File: src/hw/rtl/ilc_pkg.sv
// ilc_pkg: shared types and character constants of the ini line classifier
// used by every module of the block, no dependencies
package ilc_pkg;

  typedef struct packed {
    logic [7:0] char_code;
    logic       ends_line;
  } ilc_in_t;

  typedef struct packed {
    logic [2:0] line_class;
    logic       comment_open;
  } ilc_out_t;

  // one queue entry: up to two kept characters and an optional line end
  typedef struct packed {
    logic       ch0_vld;
    logic [7:0] ch0;
    logic       ch1_vld;
    logic [7:0] ch1;
    logic       eol;
    logic       comment_open;
  } ilc_evt_t;

  typedef struct packed {
    logic            text;
    logic            section;
    logic [1:0]      token_mode;
    logic [2:0]      token_count;
    logic [2:0][1:0] token_kinds;
    logic [1:0]      nonspace_count;
    logic            last_bracket;
  } ilc_line_t;

  localparam logic [7:0] ChSlash   = 8'h2F;
  localparam logic [7:0] ChStar    = 8'h2A;
  localparam logic [7:0] ChLBrack  = 8'h5B;
  localparam logic [7:0] ChRBrack  = 8'h5D;
  localparam logic [7:0] ChEquals  = 8'h3D;
  localparam logic [7:0] ChQuote   = 8'h22;
  localparam logic [7:0] ChDot     = 8'h2E;
  localparam logic [7:0] ChSpace   = 8'h20;
  localparam logic [7:0] ChZero    = 8'h30;
  localparam logic [7:0] ChNine    = 8'h39;
  localparam logic [7:0] ChLowA    = 8'h61;
  localparam logic [7:0] ChLowZ    = 8'h7A;
  localparam logic [7:0] ChUpA     = 8'h41;
  localparam logic [7:0] ChUpZ     = 8'h5A;

  localparam logic [1:0] ModeNone   = 2'd0;
  localparam logic [1:0] ModeId     = 2'd1;
  localparam logic [1:0] ModeString = 2'd2;
  localparam logic [1:0] ModeNumber = 2'd3;

  localparam logic [1:0] KindId     = 2'd0;
  localparam logic [1:0] KindEquals = 2'd1;
  localparam logic [1:0] KindNumber = 2'd2;
  localparam logic [1:0] KindString = 2'd3;

  localparam logic [2:0] ClsEmpty   = 3'd0;
  localparam logic [2:0] ClsNumber  = 3'd1;
  localparam logic [2:0] ClsString  = 3'd2;
  localparam logic [2:0] ClsSection = 3'd3;
  localparam logic [2:0] ClsIdId    = 3'd4;
  localparam logic [2:0] ClsInvalid = 3'd5;

endpackage

File: src/hw/rtl/ilc_fifo.sv
// ilc_fifo: small valid/ready queue between the front and back parts
// depends on ilc_pkg for the entry type
module ilc_fifo #(
  parameter int unsigned Depth = 4
) (
  input  logic              clk_i,
  input  logic              rst_ni,
  input  logic              in_valid_i,
  output logic              in_ready_o,
  input  ilc_pkg::ilc_evt_t in_data_i,
  output logic              out_valid_o,
  input  logic              out_ready_i,
  output ilc_pkg::ilc_evt_t out_data_o
);

  localparam int unsigned AddrW = (Depth > 1) ? $clog2(Depth) : 1;
  localparam int unsigned CntW  = $clog2(Depth + 1);

  ilc_pkg::ilc_evt_t mem_q [Depth];
  logic [AddrW-1:0]  wr_ptr_q, wr_ptr_d;
  logic [AddrW-1:0]  rd_ptr_q, rd_ptr_d;
  logic [CntW-1:0]   count_q, count_d;
  logic              push, pop;

  assign in_ready_o  = (count_q != CntW'(Depth));
  assign out_valid_o = (count_q != '0);
  assign out_data_o  = mem_q[rd_ptr_q];
  assign push        = in_valid_i & in_ready_o;
  assign pop         = out_valid_o & out_ready_i;

  always_comb begin
    wr_ptr_d = wr_ptr_q;
    rd_ptr_d = rd_ptr_q;
    count_d  = count_q;
    if (push) begin
      wr_ptr_d = (wr_ptr_q == AddrW'(Depth - 1)) ? '0 : wr_ptr_q + AddrW'(1);
    end
    if (pop) begin
      rd_ptr_d = (rd_ptr_q == AddrW'(Depth - 1)) ? '0 : rd_ptr_q + AddrW'(1);
    end
    if (push && !pop) begin
      count_d = count_q + CntW'(1);
    end else if (pop && !push) begin
      count_d = count_q - CntW'(1);
    end
  end

  always_ff @(posedge clk_i or negedge rst_ni) begin
    if (!rst_ni) begin
      wr_ptr_q <= '0;
      rd_ptr_q <= '0;
      count_q  <= '0;
    end else begin
      wr_ptr_q <= wr_ptr_d;
      rd_ptr_q <= rd_ptr_d;
      count_q  <= count_d;
    end
  end

  always_ff @(posedge clk_i) begin
    if (push) begin
      mem_q[wr_ptr_q] <= in_data_i;
    end
  end

endmodule

File: src/hw/rtl/ilc_front.sv
// ilc_front: accepts text bytes and strips comments with a two byte window
// depends on ilc_pkg; feeds kept characters and line ends into the queue
module ilc_front (
  input  logic              clk_i,
  input  logic              rst_ni,
  input  logic              in_valid_i,
  output logic              in_ready_o,
  input  ilc_pkg::ilc_in_t  in_data_i,
  output logic              evt_valid_o,
  input  logic              evt_ready_i,
  output ilc_pkg::ilc_evt_t evt_o
);

  logic       bco_q, bco_d;
  logic       cut_q, cut_d;
  logic       found_q, found_d;
  logic [1:0] hc_q, hc_d;
  logic [7:0] h0_q, h0_d;
  logic [7:0] h1_q, h1_d;
  logic       accept;
  logic [7:0] c;
  logic [7:0] h_last;
  ilc_pkg::ilc_evt_t evt;

  assign in_ready_o  = evt_ready_i;
  assign accept      = in_valid_i & in_ready_o;
  assign c           = in_data_i.char_code;
  assign h_last      = (hc_q == 2'd2) ? h1_q : h0_q;
  assign evt_o       = evt;
  assign evt_valid_o = accept & (evt.eol | evt.ch0_vld);

  always_comb begin
    bco_d   = bco_q;
    cut_d   = cut_q;
    found_d = found_q;
    hc_d    = hc_q;
    h0_d    = h0_q;
    h1_d    = h1_q;
    evt     = '0;
    if (in_data_i.ends_line) begin
      evt.eol          = 1'b1;
      evt.comment_open = bco_q;
      if (!bco_q && !cut_q) begin
        if (hc_q == 2'd2) begin
          if (!(h0_q == ilc_pkg::ChSlash && h1_q == ilc_pkg::ChSlash)) begin
            evt.ch0_vld = 1'b1;
            evt.ch0     = h0_q;
            evt.ch1_vld = 1'b1;
            evt.ch1     = h1_q;
          end
        end else if (hc_q == 2'd1) begin
          evt.ch0_vld = 1'b1;
          evt.ch0     = h0_q;
        end
      end
      hc_d    = 2'd0;
      cut_d   = 1'b0;
      found_d = 1'b0;
    end else if (found_q) begin
      hc_d = hc_q;
    end else if (bco_q) begin
      if (hc_q != 2'd0 && h0_q == ilc_pkg::ChStar && c == ilc_pkg::ChSlash) begin
        bco_d = 1'b0;
        hc_d  = 2'd0;
      end else begin
        h0_d = c;
        hc_d = 2'd1;
      end
    end else if (hc_q != 2'd0 && h_last == ilc_pkg::ChSlash && c == ilc_pkg::ChStar) begin
      if (hc_q == 2'd2 && !cut_q) begin
        evt.ch0_vld = 1'b1;
        evt.ch0     = h0_q;
      end
      cut_d   = 1'b1;
      found_d = 1'b1;
      bco_d   = 1'b1;
      hc_d    = 2'd0;
    end else if (hc_q == 2'd2) begin
      if (h0_q == ilc_pkg::ChSlash && h1_q == ilc_pkg::ChSlash) begin
        cut_d = 1'b1;
      end else if (!cut_q) begin
        evt.ch0_vld = 1'b1;
        evt.ch0     = h0_q;
      end
      h0_d = h1_q;
      h1_d = c;
    end else if (hc_q == 2'd1) begin
      h1_d = c;
      hc_d = 2'd2;
    end else begin
      h0_d = c;
      hc_d = 2'd1;
    end
  end

  always_ff @(posedge clk_i or negedge rst_ni) begin
    if (!rst_ni) begin
      bco_q   <= 1'b0;
      cut_q   <= 1'b0;
      found_q <= 1'b0;
      hc_q    <= 2'd0;
    end else if (accept) begin
      bco_q   <= bco_d;
      cut_q   <= cut_d;
      found_q <= found_d;
      hc_q    <= hc_d;
    end
  end

  always_ff @(posedge clk_i) begin
    if (accept) begin
      h0_q <= h0_d;
      h1_q <= h1_d;
    end
  end

endmodule

File: src/hw/rtl/ilc_back.sv
// ilc_back: tokenizes kept characters and classifies each closed line
// depends on ilc_pkg; takes queue entries and drives the result register
module ilc_back (
  input  logic              clk_i,
  input  logic              rst_ni,
  input  logic              evt_valid_i,
  output logic              evt_ready_o,
  input  ilc_pkg::ilc_evt_t evt_i,
  output logic              out_valid_o,
  input  logic              out_ready_i,
  output ilc_pkg::ilc_out_t out_data_o
);

  function automatic logic is_letter(logic [7:0] c);
    return (c >= ilc_pkg::ChLowA && c <= ilc_pkg::ChLowZ) ||
           (c >= ilc_pkg::ChUpA && c <= ilc_pkg::ChUpZ);
  endfunction

  function automatic logic is_digit(logic [7:0] c);
    return c >= ilc_pkg::ChZero && c <= ilc_pkg::ChNine;
  endfunction

  function automatic ilc_pkg::ilc_line_t push_token(ilc_pkg::ilc_line_t s, logic [1:0] kind);
    ilc_pkg::ilc_line_t r;
    r = s;
    if (s.token_count < 3'd3) begin
      r.token_kinds[s.token_count[1:0]] = kind;
    end
    if (s.token_count < 3'd4) begin
      r.token_count = s.token_count + 3'd1;
    end
    return r;
  endfunction

  function automatic ilc_pkg::ilc_line_t token_feed(ilc_pkg::ilc_line_t s, logic [7:0] c);
    ilc_pkg::ilc_line_t r;
    logic               done;
    r    = s;
    done = 1'b0;
    if (s.token_mode == ilc_pkg::ModeId) begin
      if (is_letter(c) || is_digit(c)) begin
        done = 1'b1;
      end else begin
        r            = push_token(r, ilc_pkg::KindId);
        r.token_mode = ilc_pkg::ModeNone;
      end
    end else if (s.token_mode == ilc_pkg::ModeNumber) begin
      if (is_digit(c) || c == ilc_pkg::ChDot) begin
        done = 1'b1;
      end else begin
        r            = push_token(r, ilc_pkg::KindNumber);
        r.token_mode = ilc_pkg::ModeNone;
      end
    end else if (s.token_mode == ilc_pkg::ModeString) begin
      if (c == ilc_pkg::ChQuote) begin
        r            = push_token(r, ilc_pkg::KindString);
        r.token_mode = ilc_pkg::ModeNone;
      end
      done = 1'b1;
    end
    if (!done) begin
      if (c == ilc_pkg::ChEquals) begin
        r = push_token(r, ilc_pkg::KindEquals);
      end else if (is_letter(c)) begin
        r.token_mode = ilc_pkg::ModeId;
      end else if (c == ilc_pkg::ChQuote) begin
        r.token_mode = ilc_pkg::ModeString;
      end else if (is_digit(c) || c == ilc_pkg::ChDot) begin
        r.token_mode = ilc_pkg::ModeNumber;
      end
    end
    return r;
  endfunction

  function automatic ilc_pkg::ilc_line_t content_feed(ilc_pkg::ilc_line_t s, logic [7:0] c);
    ilc_pkg::ilc_line_t r;
    r = s;
    if (!s.text) begin
      r.text    = 1'b1;
      r.section = (c == ilc_pkg::ChLBrack);
    end
    if (c != ilc_pkg::ChSpace) begin
      if (s.nonspace_count < 2'd3) begin
        r.nonspace_count = s.nonspace_count + 2'd1;
      end
      r.last_bracket = (c == ilc_pkg::ChRBrack);
    end
    return token_feed(r, c);
  endfunction

  function automatic logic [2:0] classify(ilc_pkg::ilc_line_t s);
    ilc_pkg::ilc_line_t t;
    logic [2:0]         cls;
    t = token_feed(s, ilc_pkg::ChSpace);
    if (!s.text) begin
      cls = ilc_pkg::ClsEmpty;
    end else if (s.section) begin
      cls = (s.nonspace_count == 2'd3 && s.last_bracket) ? ilc_pkg::ClsSection
                                                          : ilc_pkg::ClsInvalid;
    end else if (t.token_count != 3'd3 || t.token_kinds[0] != ilc_pkg::KindId ||
                 t.token_kinds[1] != ilc_pkg::KindEquals) begin
      cls = ilc_pkg::ClsInvalid;
    end else begin
      unique case (t.token_kinds[2])
        ilc_pkg::KindNumber: cls = ilc_pkg::ClsNumber;
        ilc_pkg::KindString: cls = ilc_pkg::ClsString;
        ilc_pkg::KindId:     cls = ilc_pkg::ClsIdId;
        default:             cls = ilc_pkg::ClsInvalid;
      endcase
    end
    return cls;
  endfunction

  ilc_pkg::ilc_line_t line_q, line_d;
  ilc_pkg::ilc_line_t s0, s1;
  ilc_pkg::ilc_out_t  out_q, out_d;
  logic               out_valid_q, out_valid_d;
  logic               pop;

  assign evt_ready_o = !evt_i.eol | !out_valid_q | out_ready_i;
  assign pop         = evt_valid_i & evt_ready_o;
  assign out_valid_o = out_valid_q;
  assign out_data_o  = out_q;

  always_comb begin
    s0          = evt_i.ch0_vld ? content_feed(line_q, evt_i.ch0) : line_q;
    s1          = evt_i.ch1_vld ? content_feed(s0, evt_i.ch1) : s0;
    line_d      = line_q;
    out_d       = out_q;
    out_valid_d = out_valid_q & ~out_ready_i;
    if (pop) begin
      if (evt_i.eol) begin
        line_d             = '0;
        out_valid_d        = 1'b1;
        out_d.line_class   = classify(s1);
        out_d.comment_open = evt_i.comment_open;
      end else begin
        line_d = s1;
      end
    end
  end

  always_ff @(posedge clk_i or negedge rst_ni) begin
    if (!rst_ni) begin
      line_q      <= '0;
      out_valid_q <= 1'b0;
    end else begin
      line_q      <= line_d;
      out_valid_q <= out_valid_d;
    end
  end

  always_ff @(posedge clk_i) begin
    out_q <= out_d;
  end

endmodule

File: src/hw/rtl/ini_line_classifier_top.sv
// Ini line classifier: one text byte or line end is taken per transfer, a sustained
// rate of one item per cycle while the queue is not full. The front strips comments
// through a two byte window and writes kept characters into a queue of QueueDepth
// entries; the back tokenizes and, on a line end, classifies the line into a result
// register, so a line end passes through the queue and then the result register
// before its result is offered. A stalled result only holds up line ends; bytes keep
// flowing until the queue is full.
// depends on ilc_pkg, ilc_front, ilc_fifo, ilc_back
module ini_line_classifier_top #(
  parameter int unsigned QueueDepth = 4
) (
  input  logic              clk_i,
  input  logic              rst_ni,
  input  logic              in_valid_i,
  output logic              in_ready_o,
  input  ilc_pkg::ilc_in_t  in_data_i,
  output logic              out_valid_o,
  input  logic              out_ready_i,
  output ilc_pkg::ilc_out_t out_data_o
);

  logic              f_valid, f_ready;
  ilc_pkg::ilc_evt_t f_evt;
  logic              b_valid, b_ready;
  ilc_pkg::ilc_evt_t b_evt;

  ilc_front u_front (
    .clk_i       (clk_i),
    .rst_ni      (rst_ni),
    .in_valid_i  (in_valid_i),
    .in_ready_o  (in_ready_o),
    .in_data_i   (in_data_i),
    .evt_valid_o (f_valid),
    .evt_ready_i (f_ready),
    .evt_o       (f_evt)
  );

  ilc_fifo #(
    .Depth (QueueDepth)
  ) u_fifo (
    .clk_i       (clk_i),
    .rst_ni      (rst_ni),
    .in_valid_i  (f_valid),
    .in_ready_o  (f_ready),
    .in_data_i   (f_evt),
    .out_valid_o (b_valid),
    .out_ready_i (b_ready),
    .out_data_o  (b_evt)
  );

  ilc_back u_back (
    .clk_i       (clk_i),
    .rst_ni      (rst_ni),
    .evt_valid_i (b_valid),
    .evt_ready_o (b_ready),
    .evt_i       (b_evt),
    .out_valid_o (out_valid_o),
    .out_ready_i (out_ready_i),
    .out_data_o  (out_data_o)
  );

endmodule

File: config.mk
export PLATFORM = sky130hd
export DESIGN_NAME = ini_line_classifier_top
export DESIGN_NICKNAME = d
export VERILOG_FILES = /design/src/hw/rtl/ilc_pkg.sv /design/src/hw/rtl/ilc_fifo.sv /design/src/hw/rtl/ilc_front.sv /design/src/hw/rtl/ilc_back.sv /design/src/hw/rtl/ini_line_classifier_top.sv
export SDC_FILE = /design/constraint.sdc
export NUM_CORES = 1
export LEC_CHECK = 0
export BUFFER_PORTS_ARGS = -buffer_cell sky130_fd_sc_hd__buf_2
export CORE_AREA = 10 10 123 147
export CTS_BUF_LIST = sky130_fd_sc_hd__clkbuf_2 sky130_fd_sc_hd__clkbuf_4 sky130_fd_sc_hd__clkbuf_8
export CTS_CLUSTER_SIZE = 20
export DETAILED_ROUTE_END_ITERATION = 6
export DIE_AREA = 0 0 133 157
export PLACE_DENSITY = 0.65
export SLEW_MARGIN = 0
export SYNTH_ARGS = -nofsm -noshare
export SYNTH_HDL_FRONTEND = slang
export SYNTH_SLANG_ARGS = --single-unit
export TNS_END_PERCENT = 10
File: constraint.sdc
create_clock -name clk_i -period 6.3 [get_ports clk_i]
set_input_delay 0.945 -clock clk_i [delete_from_list [all_inputs] [get_ports clk_i]]
set_output_delay 0.945 -clock clk_i [all_outputs]
set_load 0.01 [all_outputs]
==> run metrics <==
Port Buf Inserts=18; Ant. Diodes=0; Yosys reg bits=129; Top FF cell, synth=edfxtp_1; Max Root-Sink Buffers=2; antenna viol nets, final=0; LEAKAGE=3.048 nW; largest net degree at the start of global routing=30; placed inst area=7804 um2; hold endpoint=u_fifo.count_q[2]; Worst Setup End Kind=flop; Die X=133 um; pre-CTS setup slack=0.08592 ns; Synth warnings=0; cells after synthesis=637; drt wl/cell=19.19 um; core area=15,330 um2; CTS H-tree depth=4; cell repeated most along the worst path=ha_1; RR Startpoint=u_fifo.rd_ptr_q[0]; Max Cap Viol=0; GRT Overall Usage=0.1653; antenna violations before repair=0; Post-Layout Inst Area=8252 um2; vias=5,422; Post-Syn Nets=680; final worst slack=0.3218 ns; max_slew headroom=0.2826; Fmax achieved=167.3 MHz; Setup crit start=u_fifo.rd_ptr_q[0]; sequential area share after synthesis=0.4996; Post-Route WL=17.20 mm; largest fanout on the critical path=7; reg2reg end=u_back.out_data_o[2]; Hold Path Depth=1; Layout Nets=718; gpl congestion=0.9229; worst path buffer plus inverter count=3; Non-Filler Instances=896; RSZ-0062 raised after global routing=false; status=completed; post-synthesis cell area=7463 um2; worst-skew pair later-pin latency=0.44 ns; Max Slew Vio Count=0; most frequent cells in the layout=100 x edfxtp_1, 69 x nand2_1, 35 x nor2_1, 30 x a21oi_1, 29 x ha_1; Crit path required time=6.50 ns; vias per cell=6.051; Setup-failing EPs final=0; Critical Path Max Stage Delay=0.61 ns; Row Count=50; peak supply drop=160.9 uV; Tmin final=5.978 ns; TritonCTS clock tree=done; first-pass GRT wire length=27.65 mm; number of flops mapped to enable cells by yosys=100; Area Overhead vs Synth=10.56%; Least-Margin Pin Slew=1.076 ns; DRC violations left=0; # placed instances=854; worst hold start=u_fifo.count_q[2]; share of cells above drive strength 1=0.1875; setup TNS=0 ns; synth unique cells=85; Startpoint Class=flop; utilization after layout=0.5384; slowest cell on the critical path=or4_4; Die Ht=157 um; endpoints failing hold=0; 1st-pass router iterations=5; Synth async-reset ratio=0.2248; synthesized area per cell=11.72 um2; Detailed Place HPWL=12.59 mm; initial DRC count=422; Initial Utilization=0.4869; # IOs=19; CTS buffer count=17; Tcrit/Tclk final=0.9489; critical-path cell list=buf_12 -> mux4_2 -> or4_4 -> o221ai_4 -> a21oi_2 -> o31a_1 -> or2_2 -> ha_1 -> nand3_1 -> o311ai_2 -> and2_1 -> inv_1 -> ha_1 -> inv_1 -> o21a_1 -> ha_1 -> nor4_1 -> o2bb2ai_1 -> or2_2 -> nand4_2 -> mux2_4 -> ha_1 -> a41o_1; most common library cell in the layout ignoring fill and taps=edfxtp_1; P per Cell Area=461.0 nW/um2; final hold slack=0.4974 ns; GRT overflow=0; reg2reg setup slack=0.32 ns; Min-Delay Path Class=flop to flop; Root Driver=clkbuf_8; clock sinks=129; final clock skew=0.009285 ns; clock transition time at the flip-flop clock pins of the worst setup and hold paths=0.08 ns; FF-to-FF path depth=23; WP data arrival=6.18 ns; critical path type=flop to flop; vias in the first global route=5,563; CP delay by family, top=simple AND/OR/NAND/NOR gates; die footprint=20,880 um2; Overall Power=3.804 mW
flip-flops by register name, summed over array words and instances (netlist names), 2 cells and up:
| name | count |
|---|---|
| u_front.hc_q | 2 |
| u_front.h1_q | 8 |
| u_fifo.wr_ptr_q | 2 |
| u_back.out_data_o | 4 |
| u_back.line_q | 16 |
| u_fifo.rd_ptr_q | 2 |
| u_front.h0_q | 8 |
| u_fifo.mem_q | 80 |
| u_fifo.count_q | 3 |
layer usage:
layer,track usage,vias up,routed length (um)
met3,0.03348,28,568
met1,0.1816,2707,7020
met4,0.06348,0,346
met5,0,-,0
li1,-,2545,-
met2,0.3059,142,9261
cells by family after synthesis:
logic type / count (synthesis) / share of synthesized area
compound gates: 163 / 0.1688
xor+xnor: 10 / 0.01475
fa+ha+maj: 30 / 0.05130
buf+inv: 46 / 0.02582
flops: 129 / 0.4996
mux: 30 / 0.07343
simple gates: 229 / 0.1663
timing repair:
| action | in CTS | in global routing |
|---|---|---|
| hold buffers | 0 | 0 |
| endpoints found under the setup margin | 0 | 3 |
| buffers inserted | 0 | 10 |
| resized for setup | 0 | 4 |
synthesized netlist by cell type (10+ instances only):
library cell / instances / area share
nor4_1: 10 / 0.0084
nand2_1: 69 / 0.035
mux4_2: 19 / 0.057
nor3_1: 17 / 0.011
nor2_1: 35 / 0.018
and2_1: 19 / 0.016
o21ai_0: 28 / 0.019
inv_1: 26 / 0.013
a22o_1: 11 / 0.013
a21oi_1: 30 / 0.020
nor2b_1: 14 / 0.012
ha_1: 29 / 0.049
edfxtp_1: 100 / 0.40
clkbuf_1: 12 / 0.0060
dfrtp_1: 29 / 0.097
final cells by class:
class	count	area (um2)
Clock buffer	20	269.0
Clock inverter	12	82.58
Fill cell	1300	7076
Inverter	27	101.3
Multi-Input combinational cell	462	3558
Sequential cell	129	3730
Tap cell	208	260.3
Timing Repair Buffer	38	250.2
worst max-delay path by stage:
stage / endpoint / slack, ns / cells past startpoint
after floorplan: u_back.out_data_o[2] / 0.46 / 24
after global placement: u_back.out_data_o[2] / 0.26 / 22
after detailed placement: u_back.out_data_o[2] / 0.09 / 22
after CTS: u_back.out_data_o[2] / 0.09 / 22
after global routing: u_back.out_data_o[1] / 0.04 / 24
final: u_back.out_data_o[2] / 0.32 / 23
report_power, final:
part,internal (mW),leakage [nW],switching [mW]
sequential,1.05,1.30,0.100
combinational,0.799,1.57,1.23
clock,0.296,0.178,0.329
No activity file was read; power rests on OpenSTA's default activity.
